--- config.mk ---
export PLATFORM = sky130hd
export DESIGN_NAME = classfile_constant_pool_parser
export DESIGN_NICKNAME = d
export VERILOG_FILES = /design/src/sv/ccpp_pkg.sv /design/src/sv/ccpp_parser.sv /design/src/sv/ccpp_out_reg.sv /design/src/sv/classfile_constant_pool_parser.sv
export SDC_FILE = /design/constraint.sdc
export NUM_CORES = 1
export LEC_CHECK = 0
export CAP_MARGIN = 20
export CORE_MARGIN = 2
export CORE_UTILIZATION = 40
export CTS_BUF_LIST = sky130_fd_sc_hd__clkbuf_2
export DETAILED_ROUTE_END_ITERATION = 16
export DONT_BUFFER_PORTS = 1
export HOLD_SLACK_MARGIN = 0.05
export PLACE_DENSITY = 0.65
export SETUP_SLACK_MARGIN = 0.4
export SKIP_LAST_GASP = 1
export SLEW_MARGIN = 30
export SYNTH_ARGS = -nofsm -noshare
export SYNTH_HDL_FRONTEND = slang
export SYNTH_HIERARCHICAL = 1
export SYNTH_SLANG_ARGS = --single-unit
export TNS_END_PERCENT = 50
--- constraint.sdc ---
create_clock -name clock -period 6.8 [get_ports clock]
set_input_delay 1.02 -clock clock [delete_from_list [all_inputs] [get_ports clock]]
set_output_delay 1.02 -clock clock [all_outputs]
set_load 0.005 [all_outputs]
--- src/sv/ccpp_pkg.sv ---
// ----------------------------------------------------------------------------
// ccpp_pkg
// Shared types, codes and the tag layout table of the constant pool parser.
// ----------------------------------------------------------------------------
package ccpp_pkg;

   // parser phases
   localparam logic [1:0] PH_TAG  = 2'd0;
   localparam logic [1:0] PH_BODY = 2'd1;
   localparam logic [1:0] PH_TEXT = 2'd2;
   localparam logic [1:0] PH_HALT = 2'd3;

   // result kinds
   localparam logic [1:0] K_RECORD  = 2'd0;
   localparam logic [1:0] K_HEADER  = 2'd1;
   localparam logic [1:0] K_TEXT    = 2'd2;
   localparam logic [1:0] K_INVALID = 2'd3;

   // constant pool tags
   localparam logic [7:0] TAG_UTF8          = 8'd1;
   localparam logic [7:0] TAG_INTEGER       = 8'd3;
   localparam logic [7:0] TAG_FLOAT         = 8'd4;
   localparam logic [7:0] TAG_LONG          = 8'd5;
   localparam logic [7:0] TAG_DOUBLE        = 8'd6;
   localparam logic [7:0] TAG_CLASS         = 8'd7;
   localparam logic [7:0] TAG_STRING        = 8'd8;
   localparam logic [7:0] TAG_FIELDREF      = 8'd9;
   localparam logic [7:0] TAG_METHODREF     = 8'd10;
   localparam logic [7:0] TAG_IFMETHODREF   = 8'd11;
   localparam logic [7:0] TAG_NAMEANDTYPE   = 8'd12;
   localparam logic [7:0] TAG_METHODHANDLE  = 8'd15;
   localparam logic [7:0] TAG_METHODTYPE    = 8'd16;
   localparam logic [7:0] TAG_INVOKEDYNAMIC = 8'd18;

   // body layout of a tag
   typedef struct packed {
      logic       known;
      logic [2:0] first;   // bytes of the first field
      logic [3:0] total;   // total body bytes
   } shape_type;

   // one result transaction
   typedef struct packed {
      logic [1:0]  kind;
      logic [7:0]  tag;
      logic [31:0] field_a;
      logic [31:0] field_b;
      logic [7:0]  text_byte;
      logic        last;
   } result_type;

   function automatic shape_type tag_shape(input logic [7:0] tag);
      shape_type s;
      s = '{known: 1'b0, first: 3'd0, total: 4'd0};
      unique case (tag)
         TAG_UTF8, TAG_CLASS, TAG_STRING, TAG_METHODTYPE:
            s = '{known: 1'b1, first: 3'd2, total: 4'd2};
         TAG_INTEGER, TAG_FLOAT:
            s = '{known: 1'b1, first: 3'd4, total: 4'd4};
         TAG_LONG, TAG_DOUBLE:
            s = '{known: 1'b1, first: 3'd4, total: 4'd8};
         TAG_FIELDREF, TAG_METHODREF, TAG_IFMETHODREF, TAG_NAMEANDTYPE,
         TAG_INVOKEDYNAMIC:
            s = '{known: 1'b1, first: 3'd2, total: 4'd4};
         TAG_METHODHANDLE:
            s = '{known: 1'b1, first: 3'd1, total: 4'd3};
         default:
            s = '{known: 1'b0, first: 3'd0, total: 4'd0};
      endcase
      return s;
   endfunction

endpackage

--- src/sv/ccpp_parser.sv ---
// ----------------------------------------------------------------------------
// ccpp_parser
// Entry state machine: consumes one byte per step, gathers entry bodies and
// produces at most one result per step.
// ----------------------------------------------------------------------------
module ccpp_parser (
   input  logic                  clock,
   input  logic                  reset,
   input  logic                  step,
   input  logic [7:0]            in_byte,
   input  logic                  pool_start,
   output logic                  res_valid,
   output ccpp_pkg::result_type  res
);

   logic [1:0]  phase_ff,    phase_in;
   logic [7:0]  tag_ff,      tag_in;
   logic [15:0] left_ff,     left_in;
   logic [31:0] first_ff,    first_in;
   logic [31:0] second_ff,   second_in;
   logic [3:0]  pos_ff,      pos_in;

   logic [1:0]           phase_eff;
   ccpp_pkg::shape_type  new_shape;
   ccpp_pkg::shape_type  cur_shape;
   logic [3:0]           pos_next;
   logic [31:0]          first_next;
   logic [31:0]          second_next;
   logic [15:0]          left_next;

   // a pool start forces tag parsing
   assign phase_eff = pool_start ? ccpp_pkg::PH_TAG : phase_ff;
   assign new_shape = ccpp_pkg::tag_shape(in_byte);
   assign cur_shape = ccpp_pkg::tag_shape(tag_ff);

   // body accumulation
   assign pos_next  = pos_ff + 4'd1;
   assign left_next = left_ff - 16'd1;
   always_comb begin
      first_next  = first_ff;
      second_next = second_ff;
      if (pos_ff < {1'b0, cur_shape.first}) begin
         first_next = {first_ff[23:0], in_byte};
      end else begin
         second_next = {second_ff[23:0], in_byte};
      end
   end

   // next state and result
   always_comb begin
      phase_in  = phase_ff;
      tag_in    = tag_ff;
      left_in   = left_ff;
      first_in  = first_ff;
      second_in = second_ff;
      pos_in    = pos_ff;
      res_valid = 1'b0;
      res       = '{kind: ccpp_pkg::K_RECORD, tag: tag_ff, field_a: 32'd0,
                    field_b: 32'd0, text_byte: 8'd0, last: 1'b1};
      if (step) begin
         unique case (phase_eff)
            ccpp_pkg::PH_TAG: begin
               tag_in    = in_byte;
               first_in  = 32'd0;
               second_in = 32'd0;
               pos_in    = 4'd0;
               left_in   = 16'd0;
               if (new_shape.known) begin
                  phase_in = ccpp_pkg::PH_BODY;
               end else begin
                  phase_in  = ccpp_pkg::PH_HALT;
                  res_valid = 1'b1;
                  res.kind  = ccpp_pkg::K_INVALID;
                  res.tag   = in_byte;
               end
            end
            ccpp_pkg::PH_TEXT: begin
               left_in = left_next;
               if (left_next == 16'd0) begin
                  phase_in = ccpp_pkg::PH_TAG;
               end
               res_valid     = 1'b1;
               res.kind      = ccpp_pkg::K_TEXT;
               res.text_byte = in_byte;
               res.last      = (left_next == 16'd0);
            end
            ccpp_pkg::PH_BODY: begin
               first_in  = first_next;
               second_in = second_next;
               pos_in    = pos_next;
               if (pos_next >= cur_shape.total) begin
                  pos_in    = 4'd0;
                  res_valid = 1'b1;
                  if (tag_ff == ccpp_pkg::TAG_UTF8) begin
                     left_in     = first_next[15:0];
                     phase_in    = (first_next[15:0] == 16'd0) ?
                                   ccpp_pkg::PH_TAG : ccpp_pkg::PH_TEXT;
                     res.kind    = ccpp_pkg::K_HEADER;
                     res.field_a = {16'd0, first_next[15:0]};
                     res.last    = (first_next[15:0] == 16'd0);
                  end else begin
                     phase_in    = ccpp_pkg::PH_TAG;
                     res.field_a = first_next;
                     res.field_b = second_next;
                  end
               end
            end
            ccpp_pkg::PH_HALT: begin
               // bytes dropped until the next pool start
            end
            default: begin
               phase_in = ccpp_pkg::PH_TAG;
            end
         endcase
      end
   end

   // state registers
   always_ff @(posedge clock) begin
      if (reset) begin
         phase_ff  <= ccpp_pkg::PH_TAG;
         tag_ff    <= 8'd0;
         left_ff   <= 16'd0;
         first_ff  <= 32'd0;
         second_ff <= 32'd0;
         pos_ff    <= 4'd0;
      end else begin
         phase_ff  <= phase_in;
         tag_ff    <= tag_in;
         left_ff   <= left_in;
         first_ff  <= first_in;
         second_ff <= second_in;
         pos_ff    <= pos_in;
      end
   end

   // a halted parser stays silent
   assert property (@(posedge clock) disable iff (reset)
      (step && !pool_start && phase_ff == ccpp_pkg::PH_HALT) |-> !res_valid)
      else $error("result produced while halted");

   // an invalid tag always halts the parser
   assert property (@(posedge clock) disable iff (reset)
      (res_valid && res.kind == ccpp_pkg::K_INVALID) |=>
      phase_ff == ccpp_pkg::PH_HALT)
      else $error("invalid tag did not halt");

   // text phase always has bytes outstanding
   assert property (@(posedge clock) disable iff (reset)
      (phase_ff == ccpp_pkg::PH_TEXT) |-> (left_ff != 16'd0))
      else $error("text phase with no bytes left");

endmodule

--- src/sv/ccpp_out_reg.sv ---
// ----------------------------------------------------------------------------
// ccpp_out_reg
// Result register: holds one result transaction until the consumer takes it.
// ----------------------------------------------------------------------------
module ccpp_out_reg (
   input  logic                  clock,
   input  logic                  reset,
   input  logic                  load,
   input  ccpp_pkg::result_type  load_data,
   input  logic                  take_stall,
   output logic                  ready,
   output logic                  valid,
   output ccpp_pkg::result_type  data
);

   logic                  valid_ff, valid_in;
   ccpp_pkg::result_type  data_ff;

   // free when empty or being taken this cycle
   assign ready = !valid_ff || !take_stall;

   always_comb begin
      valid_in = valid_ff;
      if (ready) begin
         valid_in = load;
      end
   end

   always_ff @(posedge clock) begin
      if (reset) begin
         valid_ff <= 1'b0;
      end else begin
         valid_ff <= valid_in;
      end
   end

   // payload
   always_ff @(posedge clock) begin
      if (ready && load) begin
         data_ff <= load_data;
      end
   end

   assign valid = valid_ff;
   assign data  = data_ff;

endmodule

--- src/sv/classfile_constant_pool_parser.sv ---
// ----------------------------------------------------------------------------
// classfile_constant_pool_parser
// A byte accepted into the input register is stepped through the parser, and
// its result is loaded into the result register before it is offered.
// Throughput: one byte per cycle, limited only by rsp_stall.
// One input register, one parser step, one result register.
// Reset: parser back to expecting a tag, all accumulators and valids cleared.
// Streaming parser of class file constant pool entries, one byte a transaction.
// ----------------------------------------------------------------------------
module classfile_constant_pool_parser (
   input  logic        clock,
   input  logic        reset,
   input  logic        req_valid,
   output logic        req_stall,
   input  logic [7:0]  req_in_byte,
   input  logic        req_pool_start,
   output logic        rsp_valid,
   input  logic        rsp_stall,
   output logic [1:0]  rsp_result_kind,
   output logic [7:0]  rsp_entry_tag,
   output logic [31:0] rsp_field_a,
   output logic [31:0] rsp_field_b,
   output logic [7:0]  rsp_text_byte,
   output logic        rsp_last_of_entry
);

   logic                  in_valid_ff, in_valid_in;
   logic [7:0]            in_byte_ff;
   logic                  in_start_ff;
   logic                  out_ready;
   logic                  advance;
   logic                  accept;
   logic                  res_valid;
   ccpp_pkg::result_type  res;
   ccpp_pkg::result_type  out_data;

   // input register handshake
   assign advance   = in_valid_ff && out_ready;
   assign req_stall = in_valid_ff && !out_ready;
   assign accept    = req_valid && !req_stall;

   always_comb begin
      in_valid_in = in_valid_ff;
      if (accept) begin
         in_valid_in = 1'b1;
      end else if (advance) begin
         in_valid_in = 1'b0;
      end
   end

   always_ff @(posedge clock) begin
      if (reset) begin
         in_valid_ff <= 1'b0;
      end else begin
         in_valid_ff <= in_valid_in;
      end
   end

   always_ff @(posedge clock) begin
      if (accept) begin
         in_byte_ff  <= req_in_byte;
         in_start_ff <= req_pool_start;
      end
   end

   // parser step
   ccpp_parser u_parser (
      .clock      (clock),
      .reset      (reset),
      .step       (advance),
      .in_byte    (in_byte_ff),
      .pool_start (in_start_ff),
      .res_valid  (res_valid),
      .res        (res)
   );

   // result register
   ccpp_out_reg u_out (
      .clock      (clock),
      .reset      (reset),
      .load       (advance && res_valid),
      .load_data  (res),
      .take_stall (rsp_stall),
      .ready      (out_ready),
      .valid      (rsp_valid),
      .data       (out_data)
   );

   assign rsp_result_kind   = out_data.kind;
   assign rsp_entry_tag     = out_data.tag;
   assign rsp_field_a       = out_data.field_a;
   assign rsp_field_b       = out_data.field_b;
   assign rsp_text_byte     = out_data.text_byte;
   assign rsp_last_of_entry = out_data.last;

endmodule

==> results.txt <==
The wire length after detailed routing came out at 21500 µm. The setup TNS came out at 0 ns. The routed design could run at a clock period as short as 3.49 ns. The number of antenna violations at the first check in global routing was 1. The headroom to the max-slew limit is 34.3%. The number of H-tree levels is 4. The power share of the sequential group is 61.8%. Of all nets on the critical path, the largest fanout is 48. The number of warning messages in the yosys log is 6. The CTS buffer count came out at 17. The analysis attributes to cell leakage a power of 3.04 nW.

The number of hold buffers added after CTS is 0. The detailed router finished its first iteration with 549 violations. Yosys mapped the design onto 58 distinct sky130hd cell types. Entering global routing, the biggest net connects 104 pins.

In this run, synthesis inferred 92 flip-flops with an integrated enable. The smallest setup slack after layout came out at 3.31 ns. The async set-or-reset flop fraction in the synthesized netlist came out at 0%. Clock-pin slew was measured on the worst setup and hold paths at 0.30 ns. In this run the remaining antenna-violating nets after routing total 0. The min-delay analysis places its worst path in the category input port to register. The post-CTS setup-driven buffer insertion count is 0. The count of boundary I/O pins is 98. The initial utilization of the core area, before any placement, comes to 40.5%. Of the cells placed in the final design, the portion with a size suffix greater than 1 is 7.53%.

The proportion of synthesized chip area in sequential cells came out at 54.7%. The global-route wire length before repair is 34400 µm. Data on the critical path is required at its endpoint by 7.42 ns.

The number of input and output port buffers inserted is 0. The worst-case clock skew came out at 0.0638 ns. Measured on the finished design, the core utilization comes to 42.4%. The overall via count from detail_route came out at 6715.

The final period utilization is 51.3%. The placeable core area came out at 21700 µm². The insertion delay to the later sink of the worst-skew pair came out at 0.82 ns. At the end of routability-driven placement, the weighted congestion stood at 0.893. The filler cells instantiated in the layout total 2115.

The die boundary height is 152 µm. The post-synthesis instance area came out at 8790 µm². The synthesized net count came out at 952. The switching power total came out at 0.617 mW. The number of violations of the max-capacitance limit is 0. The TritonCTS clock tree is built. The die covers 23200 µm². The hold violation total from the final report was 0. The width of the chip came out at 152 µm. The power density over cell area came out at 223 nW/µm². Synthesis produced a netlist whose cell count is 919. The average footprint of a synthesized cell is 9.56 µm². The setup path with the least slack is of type register to register.

STA classifies the critical path endpoint as a register. The synthesized design contains 194 register bits. The average routed wire per standard cell came out at 18.3 µm. Among all flip-flop cells after synthesis, the most frequent one is dfxtp_1. The maximum achievable frequency is 287 MHz. The run finished with clean final reports. The max-slew violation total from the final report came out at 0. The via density per instance is 5.72. Once detailed placement completed, the half-perimeter wirelength came to 13500 µm. The residual DRC count is 0. The root buffer cell chosen for the clock tree is clkbuf_2. The startpoint class of the critical path is a register. The length of the first detailed-routing pass in iterations is 6. The number of global-route vias before repair is 6216. The overflow left after global routing came out at 0. The total of endpoints with negative setup slack in the final report is 0.

The area growth from synthesis to layout came out at 4.56%. Setup repair after global routing left no endpoint under its margin. The overall fraction of global-route tracks in use came out at 18.4%.

For the worst setup path, the data arrival time is 4.11 ns. The transition time of the tightest slew-check pin is 0.985 ns. The peak supply drop is 0.000128 V. The number of resized instances in the post-cts repair step came out at 0. Cell internal power was estimated by the tool at 1.43 mW. Per report_power, the clock group accounts for 30.1% of the total. The final-stage net count is 910.

The proportion of total power due to net switching is 30.2%. The maximum root-to-sink buffer count is 2. The fraction of power consumed by combinational cells came out at 8.1%. The TritonCTS sink count came out at 194. The post-place setup slack is 3.15 ns.

The number of placement rows came out at 54.
==> cells in the mapped netlist (all sizes together) (2+ instances only) <==
master   instances  share of area [%]
inv             12               0.51
and3            13               0.93
nor3            22                1.4
mux2i           15                1.7
a22oi           57                4.9
nand3b           7               0.60
nand4            2               0.14
o211ai           8               0.68
buf             11               0.81
or3              8               0.65
a311oi           2               0.20
o32ai            2               0.20
nand3           11               0.63
nand2          177                7.6
xor2             6               0.60
a21oi          103                5.9
ha              20                2.8
dfxtp          102                 23
edfxtp          92                 31
or4              2               0.26
or2              3               0.21
and2            10               0.71
a31oi            4               0.28
xnor2            5               0.50
o31ai            5               0.43
o22ai            7               0.50
nor4            12               0.85
o2111ai          2               0.20
o21ai           20                1.1
nor2b           11               0.87
nand4b           2               0.20
mux2             7               0.90
nand2b           4               0.28
or4b             2               0.23
clkbuf          58                2.9
nor2            85                3.6
==> path summary, 6_finish.rpt <==
| path | startpoint | slack, ns | to | cells after the start |
|---|---|---|---|---|
| min reg2reg | u_parser/tag_ff[5] | 0.49 | u_parser/tag_ff[5] | 2 |
| max reg2reg | u_parser/tag_ff[5] | 3.31 | u_out/data[70] | 10 |
| min | reset | 0.27 | u_parser/tag_ff[1] | 1 |
| max | u_parser/tag_ff[5] | 3.31 | u_out/data[70] | 10 |
==> sequential cells by signal, summed over array words and instances (netlist names), 2 cells and up, named ones only <==
signal,count
u_parser/phase_ff,2
u_parser/left_ff,16
u_parser/pos_ff,4
u_parser/second_ff,32
in_byte_ff,8
u_parser/first_ff,32
u_parser/tag_ff,8
u_out/data,83
==> through the flow <==
stage | instance area (µm²) | power, mW | instances | hold WS (ns)
after floorplan | 8790 | 1.41 | 919 | 0.449
after global placement | 8870 | 1.45 | 1137 | 0.451
after detailed placement | 8900 | 1.45 | 1138 | 0.458
after CTS | 9180 | 2.07 | 1170 | 0.156
after global routing | 9190 | 2.14 | 1173 | 0.120
final | 9190 | 2.05 | 1173 | 0.270
==> power groups by stage <==
stage / Sequential, mW / Clock (mW) / Combinational (mW)
6_report: 1.26 / 0.616 / 0.165
3_5_place_dp: 1.29 / 0 / 0.163
2_1_floorplan: 1.27 / 0 / 0.139
3_3_place_gp: 1.29 / 0 / 0.160
4_1_cts: 1.26 / 0.640 / 0.164
5_1_grt: 1.27 / 0.691 / 0.181
==> cell type report <==
class | count | area (µm²) | area share, %
Sequential cell | 194 | 4800 | 52.3
Multi-Input combinational cell | 644 | 3620 | 39.4
Tap cell | 280 | 350 | 3.81
Clock inverter | 15 | 193 | 2.10
Clock buffer | 17 | 85.1 | 0.926
Timing Repair Buffer | 8 | 80.1 | 0.871
Inverter | 12 | 45.0 | 0.490
Antenna cell | 3 | 7.51 | 0.0817
==> layout by cell type (no fill, tap or decap), drive strengths merged, types with 8 or more instances in the layout <==
cell    count
nand2     177
a21oi     103
dfxtp     102
edfxtp     92
nor2       85
a22oi      57
nor3       22
inv        22
ha         20
o21ai      20
clkbuf     17
mux2i      15
and3       13
nor4       12
nand3      11
nor2b      11
and2       10
o211ai      8
buf         8
or3         8
==> metal layers <==
layer	GRT usage, %	part of all wire, %	vias up	routed length (µm)
li1	-	-	3178	-
met1	25.7	45	3276	9710
met3	4.41	6.4	22	1370
met5	0	0	-	0
met4	4.90	1.6	0	353
met2	28.7	47	239	10000
==> cells by family after synthesis <==
group	synth area share, %
simple gates	19.6
compound gates	14.9
flops	54.7
buf+inv	4.26
mux	2.61
fa+ha+maj	2.85
xor+xnor	1.10
==> critical path: stages, from the launching register on <==
cell and delay [ns]:
dfxtp_1 0.39, nor3_1 0.51, and2_1 0.24, ha_1 0.23, a21bo_2 0.19, a21oi_1 0.21, or2_2 0.18, nand2_1 0.38
or3_1 0.47, buf_4 0.29, a21oi_1 0.24
Power figures use the tool's default switching activity.
